===== config.mk =====
export PLATFORM = sky130hd
export DESIGN_NAME = iir_direct_form_one_filter
export DESIGN_NICKNAME = d
export VERILOG_FILES = /design/src/rtl/iirdf1_pkg.sv /design/src/rtl/iir_direct_form_one_filter.sv
export SDC_FILE = /design/constraint.sdc
export NUM_CORES = 2
export LEC_CHECK = 0
export ABC_AREA = 1
export ABC_CLOCK_PERIOD_IN_PS = 21800
export BUFFER_PORTS_ARGS = -buffer_cell sky130_fd_sc_hd__buf_2
export CAP_MARGIN = 5
export CELL_PAD_IN_SITES_DETAIL_PLACEMENT = 0
export CELL_PAD_IN_SITES_GLOBAL_PLACEMENT = 1
export CORE_AREA = 10 10 323 325
export DETAILED_ROUTE_END_ITERATION = 10
export DIE_AREA = 0 0 333 335
export PLACE_DENSITY_LB_ADDON = 0.1
export SKIP_LAST_GASP = 1
export SLEW_MARGIN = 20
export SYNTH_ARGS = -nofsm -noshare
export SYNTH_HDL_FRONTEND = slang
export SYNTH_SLANG_ARGS = --single-unit

===== constraint.sdc =====
create_clock -name clk -period 21.8 [get_ports clk]
set_input_delay 0 -clock clk [delete_from_list [all_inputs] [get_ports clk]]
set_output_delay 0 -clock clk [all_outputs]
set_load 0.02 [all_outputs]

===== src/rtl/iirdf1_pkg.sv =====
// ----------------------------------------------------------------------------
// iirdf1_pkg
// Shared types and codes for the direct form I IIR filter: field types,
// action codes, configuration register indexes and digit-serial sizing.
// ----------------------------------------------------------------------------
package iirdf1_pkg;

  // field widths
  localparam int SAMPLE_W  = 16;
  localparam int TAPCNT_W  = 5;
  localparam int SLOT_W    = 4;
  localparam int CFG_IDX_W = 1;

  // digit-serial multiply: sample operand consumed four bits per cycle
  localparam int DIGIT_W = 4;
  localparam int DIGITS  = SAMPLE_W / DIGIT_W;

  // rounding of the Q8.29 sum down to Q1.15
  localparam int FRAC_DROP = 14;

  typedef logic signed [SAMPLE_W-1:0] sample_t;
  typedef logic signed [SAMPLE_W-1:0] coef_t;
  typedef logic [1:0]                 action_t;
  typedef logic [SLOT_W-1:0]          slot_t;
  typedef logic [TAPCNT_W-1:0]        tapcnt_t;
  typedef logic [CFG_IDX_W-1:0]       cfg_idx_t;

  // item actions
  localparam action_t ACT_FILTER  = 2'd0;
  localparam action_t ACT_LOAD_FF = 2'd1;
  localparam action_t ACT_LOAD_FB = 2'd2;
  localparam action_t ACT_NONE    = 2'd3;

  // configuration register indexes
  localparam cfg_idx_t CFG_FF_TAPS = 1'b0;
  localparam cfg_idx_t CFG_FB_TAPS = 1'b1;

endpackage


===== src/rtl/iir_direct_form_one_filter.sv =====
// ----------------------------------------------------------------------------
// iir_direct_form_one_filter
// Direct form I IIR filter, Q1.15 samples, Q2.14 coefficients, rounded and
// saturated Q1.15 output with a clip flag.
// ----------------------------------------------------------------------------
// A filter item passes through the feedforward taps, the feedback taps and a
// round-and-saturate step; the next filter item can be accepted once the
// result has moved into the output register, and the round step waits while
// that register still holds an untaken result. Load items and unused actions finish in the
// cycle they are accepted. Filter timing is set by the single shared 16 x 4 bit
// multiply-accumulate: every coefficient ring makes one full rotation per
// item as the sample is fed in four-bit digits, with taps beyond the
// configured counts masked off, followed by the round-and-saturate step.
// One item is processed at a time; a finished result sits in the
// output register so the next item can be accepted while it waits to be taken.
module iir_direct_form_one_filter #(
  parameter int MAX_FF_TAPS = 16,
  parameter int MAX_FB_TAPS = 16
) (
  input  logic                  clk,
  input  logic                  rst,
  // input items
  input  logic                  in_valid,
  output logic                  in_ready,
  input  iirdf1_pkg::action_t   action,
  input  iirdf1_pkg::slot_t     tap_index,
  input  iirdf1_pkg::coef_t     coef_value,
  input  iirdf1_pkg::sample_t   sample_in,
  // result items
  output logic                  out_valid,
  input  logic                  out_ready,
  output iirdf1_pkg::sample_t   sample_out,
  output logic                  saturated,
  // configuration writes
  input  logic                  cfg_valid,
  output logic                  cfg_ready,
  input  iirdf1_pkg::cfg_idx_t  cfg_index,
  input  iirdf1_pkg::tapcnt_t   cfg_data
);
  import iirdf1_pkg::*;

  localparam int MAXN   = (MAX_FF_TAPS > MAX_FB_TAPS) ? MAX_FF_TAPS : MAX_FB_TAPS;
  localparam int JW     = (MAXN > 1) ? $clog2(MAXN) : 1;
  localparam int CW     = (JW > TAPCNT_W) ? JW : TAPCNT_W;
  localparam int ACC_W  = 2 * SAMPLE_W + $clog2(MAX_FF_TAPS + MAX_FB_TAPS);
  localparam int Y_W    = ACC_W - FRAC_DROP;
  localparam int PROD_W = SAMPLE_W + DIGIT_W + 1;
  localparam int KW     = $clog2(DIGITS);

  localparam logic [1:0] ST_IDLE  = 2'd0;
  localparam logic [1:0] ST_FF    = 2'd1;
  localparam logic [1:0] ST_FB    = 2'd2;
  localparam logic [1:0] ST_ROUND = 2'd3;

  logic [1:0]              state;
  logic [JW-1:0]           tap;
  logic [KW-1:0]           dig;
  sample_t                 opnd;
  logic signed [ACC_W-1:0] acc;
  tapcnt_t                 ff_taps_used;
  tapcnt_t                 fb_taps_used;

  coef_t   forward_coefs  [MAX_FF_TAPS];
  coef_t   feedback_coefs [MAX_FB_TAPS];
  sample_t input_history  [MAX_FF_TAPS];
  sample_t output_history [MAX_FB_TAPS];

  logic                    in_fire;
  logic                    filter_go;
  logic                    load_ff;
  logic                    load_fb;
  logic                    in_ff;
  logic                    step_last;
  logic                    tap_last;
  logic                    ff_rot;
  logic                    fb_rot;
  logic                    tap_used;
  logic                    out_free;
  logic                    finish;
  sample_t                 head;
  coef_t                   coef_head;
  sample_t                 digit_src;
  logic [DIGIT_W-1:0]      digit_raw;
  logic signed [DIGIT_W:0] digit_s;
  logic signed [PROD_W-1:0] prod;
  logic [4:0]              shamt;
  logic signed [ACC_W-1:0] term;
  logic signed [ACC_W-1:0] rsum;
  logic signed [Y_W-1:0]   yw;
  logic                    pos_sat;
  logic                    neg_sat;
  sample_t                 y_val;

  // handshakes
  assign in_ready  = (state == ST_IDLE);
  assign cfg_ready = 1'b1;
  assign in_fire   = in_valid && in_ready;
  assign filter_go = in_fire && (action == ACT_FILTER);
  assign load_ff   = in_fire && (action == ACT_LOAD_FF);
  assign load_fb   = in_fire && (action == ACT_LOAD_FB);
  assign out_free  = !out_valid || out_ready;
  assign finish    = (state == ST_ROUND) && out_free;

  // tap sequencing
  assign in_ff     = (state == ST_FF);
  assign step_last = (dig == KW'(DIGITS - 1));
  assign tap_last  = in_ff ? (tap == JW'(MAX_FF_TAPS - 1)) : (tap == JW'(MAX_FB_TAPS - 1));
  assign ff_rot    = in_ff && step_last;
  assign fb_rot    = (state == ST_FB) && step_last;
  assign tap_used  = in_ff ? (CW'(tap) < CW'(ff_taps_used)) : (CW'(tap) < CW'(fb_taps_used));

  // digit-serial product of the head coefficient and one sample digit
  assign head      = in_ff ? input_history[0] : output_history[0];
  assign coef_head = in_ff ? forward_coefs[0] : feedback_coefs[0];
  assign digit_src = (dig == '0) ? head : opnd;
  assign digit_raw = digit_src[DIGIT_W-1:0];
  assign digit_s   = step_last ? {digit_raw[DIGIT_W-1], digit_raw} : {1'b0, digit_raw};
  assign prod      = coef_head * digit_s;
  assign shamt     = 5'(dig) * 5'(DIGIT_W);
  assign term      = ACC_W'(prod) <<< shamt;

  // rounding and saturation of the finished sum
  assign rsum    = acc + ACC_W'(signed'(1 <<< (FRAC_DROP - 1)));
  assign yw      = Y_W'(rsum >>> FRAC_DROP);
  assign pos_sat = !yw[Y_W-1] && (|yw[Y_W-1:SAMPLE_W-1]);
  assign neg_sat = yw[Y_W-1] && !(&yw[Y_W-1:SAMPLE_W-1]);
  always_comb begin
    priority if (pos_sat) begin
      y_val = {1'b0, {(SAMPLE_W-1){1'b1}}};
    end else if (neg_sat) begin
      y_val = {1'b1, {(SAMPLE_W-1){1'b0}}};
    end else begin
      y_val = yw[SAMPLE_W-1:0];
    end
  end

  // control sequencer
  always_ff @(posedge clk) begin
    if (rst) begin
      state <= ST_IDLE;
      tap   <= '0;
      dig   <= '0;
    end else begin
      unique case (state)
        ST_IDLE: begin
          if (filter_go) begin
            state <= ST_FF;
            tap   <= '0;
            dig   <= '0;
          end
        end
        ST_FF, ST_FB: begin
          dig <= dig + 1'b1;
          if (step_last) begin
            if (tap_last) begin
              tap   <= '0;
              state <= in_ff ? ST_FB : ST_ROUND;
            end else begin
              tap <= tap + 1'b1;
            end
          end
        end
        ST_ROUND: begin
          if (out_free) begin
            state <= ST_IDLE;
          end
        end
        default: state <= ST_IDLE;
      endcase
    end
  end

  // operand shift register and accumulator
  always_ff @(posedge clk) begin
    if (filter_go) begin
      acc <= '0;
    end else if ((state == ST_FF) || (state == ST_FB)) begin
      opnd <= digit_src >> DIGIT_W;
      if (tap_used) begin
        acc <= in_ff ? (acc + term) : (acc - term);
      end
    end
  end

  // configuration registers
  always_ff @(posedge clk) begin
    if (rst) begin
      ff_taps_used <= TAPCNT_W'(1);
      fb_taps_used <= '0;
    end else if (cfg_valid && cfg_ready) begin
      unique case (cfg_index)
        CFG_FF_TAPS: ff_taps_used <= cfg_data;
        CFG_FB_TAPS: fb_taps_used <= cfg_data;
        default: ;
      endcase
    end
  end

  // feedforward coefficient ring: slot load, rotate once per tap
  always_ff @(posedge clk) begin
    if (rst) begin
      for (int i = 0; i < MAX_FF_TAPS; i++) forward_coefs[i] <= '0;
    end else if (load_ff) begin
      for (int i = 0; i < MAX_FF_TAPS; i++) begin
        if (32'(tap_index) == i) forward_coefs[i] <= coef_value;
      end
    end else if (ff_rot) begin
      for (int i = 0; i < MAX_FF_TAPS - 1; i++) forward_coefs[i] <= forward_coefs[i+1];
      forward_coefs[MAX_FF_TAPS-1] <= forward_coefs[0];
    end
  end

  // feedback coefficient ring
  always_ff @(posedge clk) begin
    if (rst) begin
      for (int i = 0; i < MAX_FB_TAPS; i++) feedback_coefs[i] <= '0;
    end else if (load_fb) begin
      for (int i = 0; i < MAX_FB_TAPS; i++) begin
        if (32'(tap_index) == i) feedback_coefs[i] <= coef_value;
      end
    end else if (fb_rot) begin
      for (int i = 0; i < MAX_FB_TAPS - 1; i++) feedback_coefs[i] <= feedback_coefs[i+1];
      feedback_coefs[MAX_FB_TAPS-1] <= feedback_coefs[0];
    end
  end

  // input history: new sample shifts in, then rotates with the coefficients
  always_ff @(posedge clk) begin
    if (rst) begin
      for (int i = 0; i < MAX_FF_TAPS; i++) input_history[i] <= '0;
    end else if (filter_go) begin
      for (int i = 1; i < MAX_FF_TAPS; i++) input_history[i] <= input_history[i-1];
      input_history[0] <= sample_in;
    end else if (ff_rot) begin
      for (int i = 0; i < MAX_FF_TAPS - 1; i++) input_history[i] <= input_history[i+1];
      input_history[MAX_FF_TAPS-1] <= input_history[0];
    end
  end

  // output history: rotates during feedback taps, saturated result shifts in
  always_ff @(posedge clk) begin
    if (rst) begin
      for (int i = 0; i < MAX_FB_TAPS; i++) output_history[i] <= '0;
    end else if (finish) begin
      for (int i = 1; i < MAX_FB_TAPS; i++) output_history[i] <= output_history[i-1];
      output_history[0] <= y_val;
    end else if (fb_rot) begin
      for (int i = 0; i < MAX_FB_TAPS - 1; i++) output_history[i] <= output_history[i+1];
      output_history[MAX_FB_TAPS-1] <= output_history[0];
    end
  end

  // output register
  always_ff @(posedge clk) begin
    if (rst) begin
      out_valid <= 1'b0;
    end else if (finish) begin
      out_valid <= 1'b1;
    end else if (out_ready) begin
      out_valid <= 1'b0;
    end
  end

  always_ff @(posedge clk) begin
    if (finish) begin
      sample_out <= y_val;
      saturated  <= pos_sat || neg_sat;
    end
  end

endmodule


---- After elaboration in Yosys (flattened, before gate mapping) ----
Memories as Yosys holds them, arrays and structs flattened.
Index checks and enable logic that the tools add are counted.
word-level totals
  flip-flop bits (word level) ............. 85
  bits in writable memories ............... 1024
  bits of input ports ..................... 49
  output and inout port bits .............. 20
  logic and storage cells ................. 495
  memories kept ........................... 4
operators by class
  add/sub/neg operators ................... 5
  $mul .................................... 1
  magnitude comparators ................... 2
  equal/unequal tests ..................... 26
  shift operators ......................... 1
  multiplexer cells ....................... 284
  bitwise gates (word level) .............. 130
  reduce and logical (&&, ||, !) cells .... 31
memories
  name            depth  bits a word  rd ports  clocked after memory_dff  write ports  line                              RTL
  feedback_coefs  16     16           16        0                         16           iir_direct_form_one_filter.sv:64  coef_t feedback_coefs [MAX_FB_TAPS];
  forward_coefs   16     16           16        0                         16           iir_direct_form_one_filter.sv:63  coef_t forward_coefs [MAX_FF_TAPS];
  input_history   16     16           16        0                         16           iir_direct_form_one_filter.sv:65  sample_t input_history [MAX_FF_TAPS];
  output_history  16     16           16        0                         16           iir_direct_form_one_filter.sv:66  sample_t output_history [MAX_FB_TAPS];
operators with widths
  operator                count
  $mux 16                 132
  $mux 1                  138
  $or 1x1->1              128
  $add 37x15->37 const B  1
  $add 37x37->37          1
  $mux 37                 1
  $sshl 21x4->37          1
  $sub 37x37->37          1
  $eq 4x4->1 const B      9
  $mul 16x5->21           1
  $eq 4x3->1 const B      4
  $mux 12                 1
  $mux 4                  3
  $lt 4x5->1              2
  $mux 2                  5
  $reduce_and 2->1        5
  $logic_and 1x1->1       9
  $eq 2x2->1 const B      4
  $eq 4x2->1 const B      2
  $pmux 4 s2              1
  $reduce_and 8->1        1
  $reduce_or 8->1         1
  $logic_not 2->1         3
  $ne 2x2->1 const B      3
  other kinds (16)        23

---- Depth between registers and ports, before layout ----
  word-level depth ........................ 8
  gate-level depth with buffers ........... 57
  depth with buffers taken out ............ 51

---- Least setup slack after synthesis ----
No wires, ideal clock.
  path type ............................... register to register
  start point ............................. reg dig[1]
  end point ............................... reg acc[32]
  setup time .............................. 0.114 ns
  arrival time ............................ 7.748 ns
  required time ........................... 21.686 ns
  path slack .............................. 13.938 ns
  cell stages (with the launch flop) ...... 48
  buffers on the path ..................... 7
  clock period less this slack ............ 7.862 ns
  cells stage by stage .................... dfxtp_1 -> buf_2 -> inv_1 -> buf_2 -> buf_2 -> buf_2 -> ha_1 -> buf_2 -> inv_1 -> clkbuf_1 -> a21oi_1 -> o21ai_0 -> o21ai_1 -> clkbuf_1 -> nor2_1 -> fa_1 -> inv_1 -> fa_1 -> [12 not listed] -> nand4_1 -> nor2_1 -> nand2_1 -> nand2_1 -> xnor2_1 -> inv_1 -> ha_1 -> nand2_1 -> nor2_1 -> nand2_1 -> nor4_1 -> a21oi_1 -> o21ai_0 -> a31oi_1 -> o21ai_0 -> nor2_1 -> o21bai_1 -> inv_1
between the ends
  longest elaborated chain between the ends .. 7
  elaborated cells between the ends (all ways) .. 9
  classes of those cells .................. add/sub: 2; mul: 1; eq/ne: 1; shift: 1; mux: 3; reduce/logical: 1
ends and longest elaborated chain
  element                                           line                               RTL
  start: declaration                                iir_direct_form_one_filter.sv:57   logic [KW-1:0] dig;
  start signal: assignment                          iir_direct_form_one_filter.sv:153  dig <= dig + 1'b1;
  $logic_not 2->1                                   iir_direct_form_one_filter.sv:115  assign digit_src = (dig == '0) ? head : opnd;
  $mux 12                                           iir_direct_form_one_filter.sv:115
  $mux 5                                            iir_direct_form_one_filter.sv:117  assign digit_s = step_last ? {digit_raw[DIGIT_W-1], digit_raw} : {1'b0, digit_raw};
  $mul 16x5->21                                     iir_direct_form_one_filter.sv:118  assign prod = coef_head * digit_s;
  $sshl 21x4->37 (*)                                iir_direct_form_one_filter.sv:120  assign term = ACC_W'(prod) <<< shamt;
  $sub 37x37->37 or $add 37x37->37 (tied branches)  iir_direct_form_one_filter.sv:180  acc <= in_ff ? (acc + term) : (acc - term);
  $mux 37 (*)                                       iir_direct_form_one_filter.sv:180
  end signal: assignment                            iir_direct_form_one_filter.sv:180
  end: declaration                                  iir_direct_form_one_filter.sv:59   logic signed [ACC_W-1:0] acc;
Mark *: on every way between the ends. The rest lies on a longest branch, timed or not.
A chain may end at the register's enable or synchronous reset.

---- Final worst setup path ----
  start point ............................. reg dig[1]
  end point ............................... reg acc[28]
The elaborated chain is that of the path after synthesis.

==> implementation parameters <==
Parameter                              Value

Timing
  Worst rel slew slack    about a third
  Pins over their slew limit    0
  Max frequency    between 0.1 and 0.15 GHz
  Final Cycle Share    roughly 43%
  Setup TNS    0 ps
  RSZ-0062 raised after global routing    no
  Final-report setup violation count    0
  Post-route minimum period    between 9000 and 10000 ps
  Fin worst setup slack    ~12000 ps
  Slew at the pin closest to its max-slew limit    1030 ps
  Skew final    50.9 ps
  Number of hold violations in the final report    0

Worst setup path
  Arrival time of data at the critical path endpoint    approximately 10000 ps
  Crit path required time    around 22000 ps
  Critical register-to-register path startpoint    dig[1]$_SDFFE_PP0P_
  Reg2Reg Depth    between 40 and 50
  Kind of launch point of the worst setup path    flip-flop
  Category of the worst setup path capture point    flip-flop
  CP max-delay cell    o311ai_0
  Endpoint of the most critical register-to-register path    acc[28]$_SDFFE_PP0P_
  Delay of the slowest critical-path stage    840 ps
  FF-to-FF setup slack    12450 ps
  Crit Path Max Fanout    27
  Critical path class    flip-flop to flip-flop
  Most used cell along the critical path    nand2_1

Floorplan
  Die width    333 um
  Core ar.    slightly below 100000 um^2
  Overall die height    ~340 um
  Number of rows in the core area    ~120
  IO Count    69
  Die area    around 110000 um^2
  Starting utilization of the core area    a little over half

Global route
  Maximum number of pins on one net before global-route repair    216
  Antenna violations before repair    2
  Global route overflow    0
  Via count of the first global-routing pass    roughly 36k
  All-Layer GR Usage    a little under a quarter
  Global-route wire length before repair    207 mm

Logic synthesis
  Fraction of the mapped netlist area in compound gates    about 14%
  Xor and xnor area share after synthesis    roughly 1.3%
  Count of mapped cells out of synthesis    5228
  Ranking of synthesized cells by area    edfxtp_1, inv_1, o22ai_1, nand2_1, o21ai_0
  Area of the mapped netlist    around 53000 um^2
  Number of synthesized register bits    between 1k and 1.5k
  Synthesized area per cell    a little over 10 um^2
  Share of synthesized area occupied by flip-flops and latches    approximately three fifths
  Post-Synth Simple-Gate Area    just under 8%
  Most frequent cells after synthesis    inv_1, edfxtp_1, o22ai_1
  Area fraction of the dominant cell type after synthesis    about three fifths
  Asr flop ratio synth    0%
  Cell variety after synth    51
  Syn Nets    ~5.4k
  Leading register cell type out of synthesis    edfxtp_1
  Most repeated cell in the gate-level netlist after synthesis    inv_1
  EDFF count, synth    roughly 1.1k
  Mux contribution to synthesized area    0%
  Combinational family with the most area after synthesis    compound AO/OA/AOI/OAI gates
  Yosys top cell by area    edfxtp_1
  Synthesized-area fraction occupied by adder cells    3.99%
  Synthesis warning total    0

Power
  Switching power total    roughly 3.6 mW
  Proportion of power drawn by the clock network    approximately 22%
  Internal Power    approximately 5 mW
  Peak VDD IR    between 0.1 and 0.15 mV
  Overall power consumption    8.58 mW
  Power per cell area    146 nW/um^2
  Switching part of the total    42.3%
  Part of the power in combinational logic    between 40 and 50%
  Static leakage    about 24 nW
  Portion of total power attributed to sequential cells    31.1%

Clock tree
  Post-CTS sizing    0
  TritonCTS clock tree    built
  CTS Buf Count    113
  Clock root buffer master    clkbuf_16
  Quantity of hold-fixing buffers added after cts    53
  Maximum buffer depth of the clock tree    3
  Clock insertion delay at the later pin of the skew report    about 730 ps
  Total number of H-tree levels    3
  Clk sink count    between 1k and 1.5k
  Clock slew at the register clock pins of the worst setup and hold paths    about 70 ps
  Post-CTS setup buffers    0

Layout
  Final antenna diode count    0
  Number of nets in the final layout    5442
  Area growth from synthesis to layout    10.3%
  Share of cells above drive strength 1    6.08%
  Number of fill cells in the layout    roughly 8.4k
  Total non-filler cell area in the finished layout    59000 um^2

Placement
  Number of port buffers    67
  DP Worst Slack    ~13000 ps
  Instance area at placement    54900 um^2
  Weighted congestion reported at the end of routability-driven placement    approximately 0.90
  Post-DP HPWL    86.7 mm

Route
  Number of violations reported at the end of detailed-routing iteration 0    4065
  Vias after detailed routing    between 30k and 40k
  Total DRC errors in the routed layout    0
  Detail-routed net length per standard cell    20.0 um
  Final wirelength    roughly 130 mm
  DR pass1 iterations    7
  Average vias per placed instance    ~5.7
  Post-DRT Antenna Nets    0

Job
  Max-cap violations    0

Min path
  Hold Path Origin    cfg_data[4]
  Instance count along the most critical hold path    4
  Worst min-delay path endpoint    fb_taps_used[4]$_SDFFE_PP0P_
  Worst hold path type    input pin to flip-flop

Run status
  Outcome    complete, no violations
[registers in the layout, indices dropped and copies added (netlist names)]
register / count
opnd: 12
output_history: 256
out_valid: 1
tap: 4
forward_coefs: 256
acc: 37
feedback_coefs: 256
ff_taps_used: 5
state: 2
dig: 2
saturated: 1
sample_out: 16
fb_taps_used: 5
input_history: 256
[cells in the final DEF (no fill, tap or decap), types with 4 or more instances in the layout]
cell type      netlist  final
inv_1             1336   1333
edfxtp_1          1053   1053
o22ai_1            763    763
nand2_1            547    543
o21ai_0            365    359
nor2_1             212    210
nand3_1            159    154
clkbuf_16            0    114
a21oi_1            106    104
ha_1                89     88
buf_2                8     67
dfxtp_1             56     56
dlygate4sd3_1        0     53
fa_1                51     51
xor2_1              46     46
buf_4                1     36
clkinv_1             2     35
xnor2_1             32     32
clkbuf_1           217     24
clkinv_2             0     22
nand4_1             20     20
nand2_2             16     16
a31oi_1             16     16
o21ai_1             12     15
o211ai_1            14     14
o21bai_1            12     12
or2_2                7      7
nand3_2              7      7
bufinv_16            0      7
nor2_2               4      6
nor4_1               6      6
o31ai_1              6      6
o221ai_1             6      6
nor3_1               6      5
nand3_4              0      5
inv_2                3      4
nor3_2               3      4
nand2_4              0      4
[power groups by stage]
stage / combinational, mW / sequential, mW / clock [mW]
global placement: 4.02 / 2.71 / 0
CTS: 4.03 / 2.67 / 1.91
finish: 4.03 / 2.67 / 1.88
detailed placement: 4.01 / 2.71 / 0
floorplan: 3.00 / 2.68 / 0
global route: 4.55 / 2.69 / 1.99
[worst max path at each step]
stage	depth (start not counted)	endpoint	start	slack, ps
2_1_floorplan	47	acc[32]$_SDFFE_PP0P_	dig[1]$_SDFFE_PP0P_	13940
3_5_place_dp	45	acc[31]$_SDFFE_PP0P_	dig[1]$_SDFFE_PP0P_	12600
3_3_place_gp	38	acc[28]$_SDFFE_PP0P_	dig[1]$_SDFFE_PP0P_	12680
4_1_cts	45	acc[31]$_SDFFE_PP0P_	dig[1]$_SDFFE_PP0P_	12590
5_1_grt	41	acc[28]$_SDFFE_PP0P_	dig[1]$_SDFFE_PP0P_	11580
6_report	41	acc[28]$_SDFFE_PP0P_	dig[1]$_SDFFE_PP0P_	12450
[layout make-up]
type	count	area, um^2	area share [%]
clock inverter	70	576	0.976
tap	1287	1610	2.73
clock buffer	140	2970	5.04
sequential	1109	32700	55.5
timing repair buffer	159	1180	2.00
multi-input combinational	2529	14800	25.2
inverter	1341	5040	8.55
[routing by layer]
metal / vias up / global-route usage, % / routed length [um]
li1: 17900 / - / -
met1: 18300 / 34.0 / 60700
met2: 1101 / 36.3 / 60500
met3: 204 / 3.38 / 8280
met4: 2 / 6.19 / 3450
met5: - / 0 / 15
[logic make-up after synthesis]
| family | after synthesis |
|---|---|
| buffers and inverters | 1590 |
| AO/OA/AOI/OAI | 1310 |
| flip-flops | 1109 |
| AND/OR/NAND/NOR | 1000 |
| adder cells (fa/ha/maj) | 140 |
| XOR/XNOR | 78 |
| other | 1 |
[worst max-delay path: cells and delay by family (launching register included)]
family                   cells  cell delay (ps)
flip-flops                   1              290
buffers and inverters        8             1520
AO/OA/AOI/OAI                9             2330
adder cells (fa/ha/maj)      6             2680
AND/OR/NAND/NOR             16             2110
XOR/XNOR                     2              300
[per-stage QoR]
stage | cells | util, % | hold slack, ps
3_3_place_gp | 6372 | 56.1 | 255
6_report | 6635 | 60.3 | 118
4_1_cts | 6635 | 60.2 | 71.0
3_5_place_dp | 6372 | 56.1 | 274
2_1_floorplan | 5228 | - | 126
5_1_grt | 6635 | 60.3 | 150
Note: power is estimated with default switching activity, not from simulation.
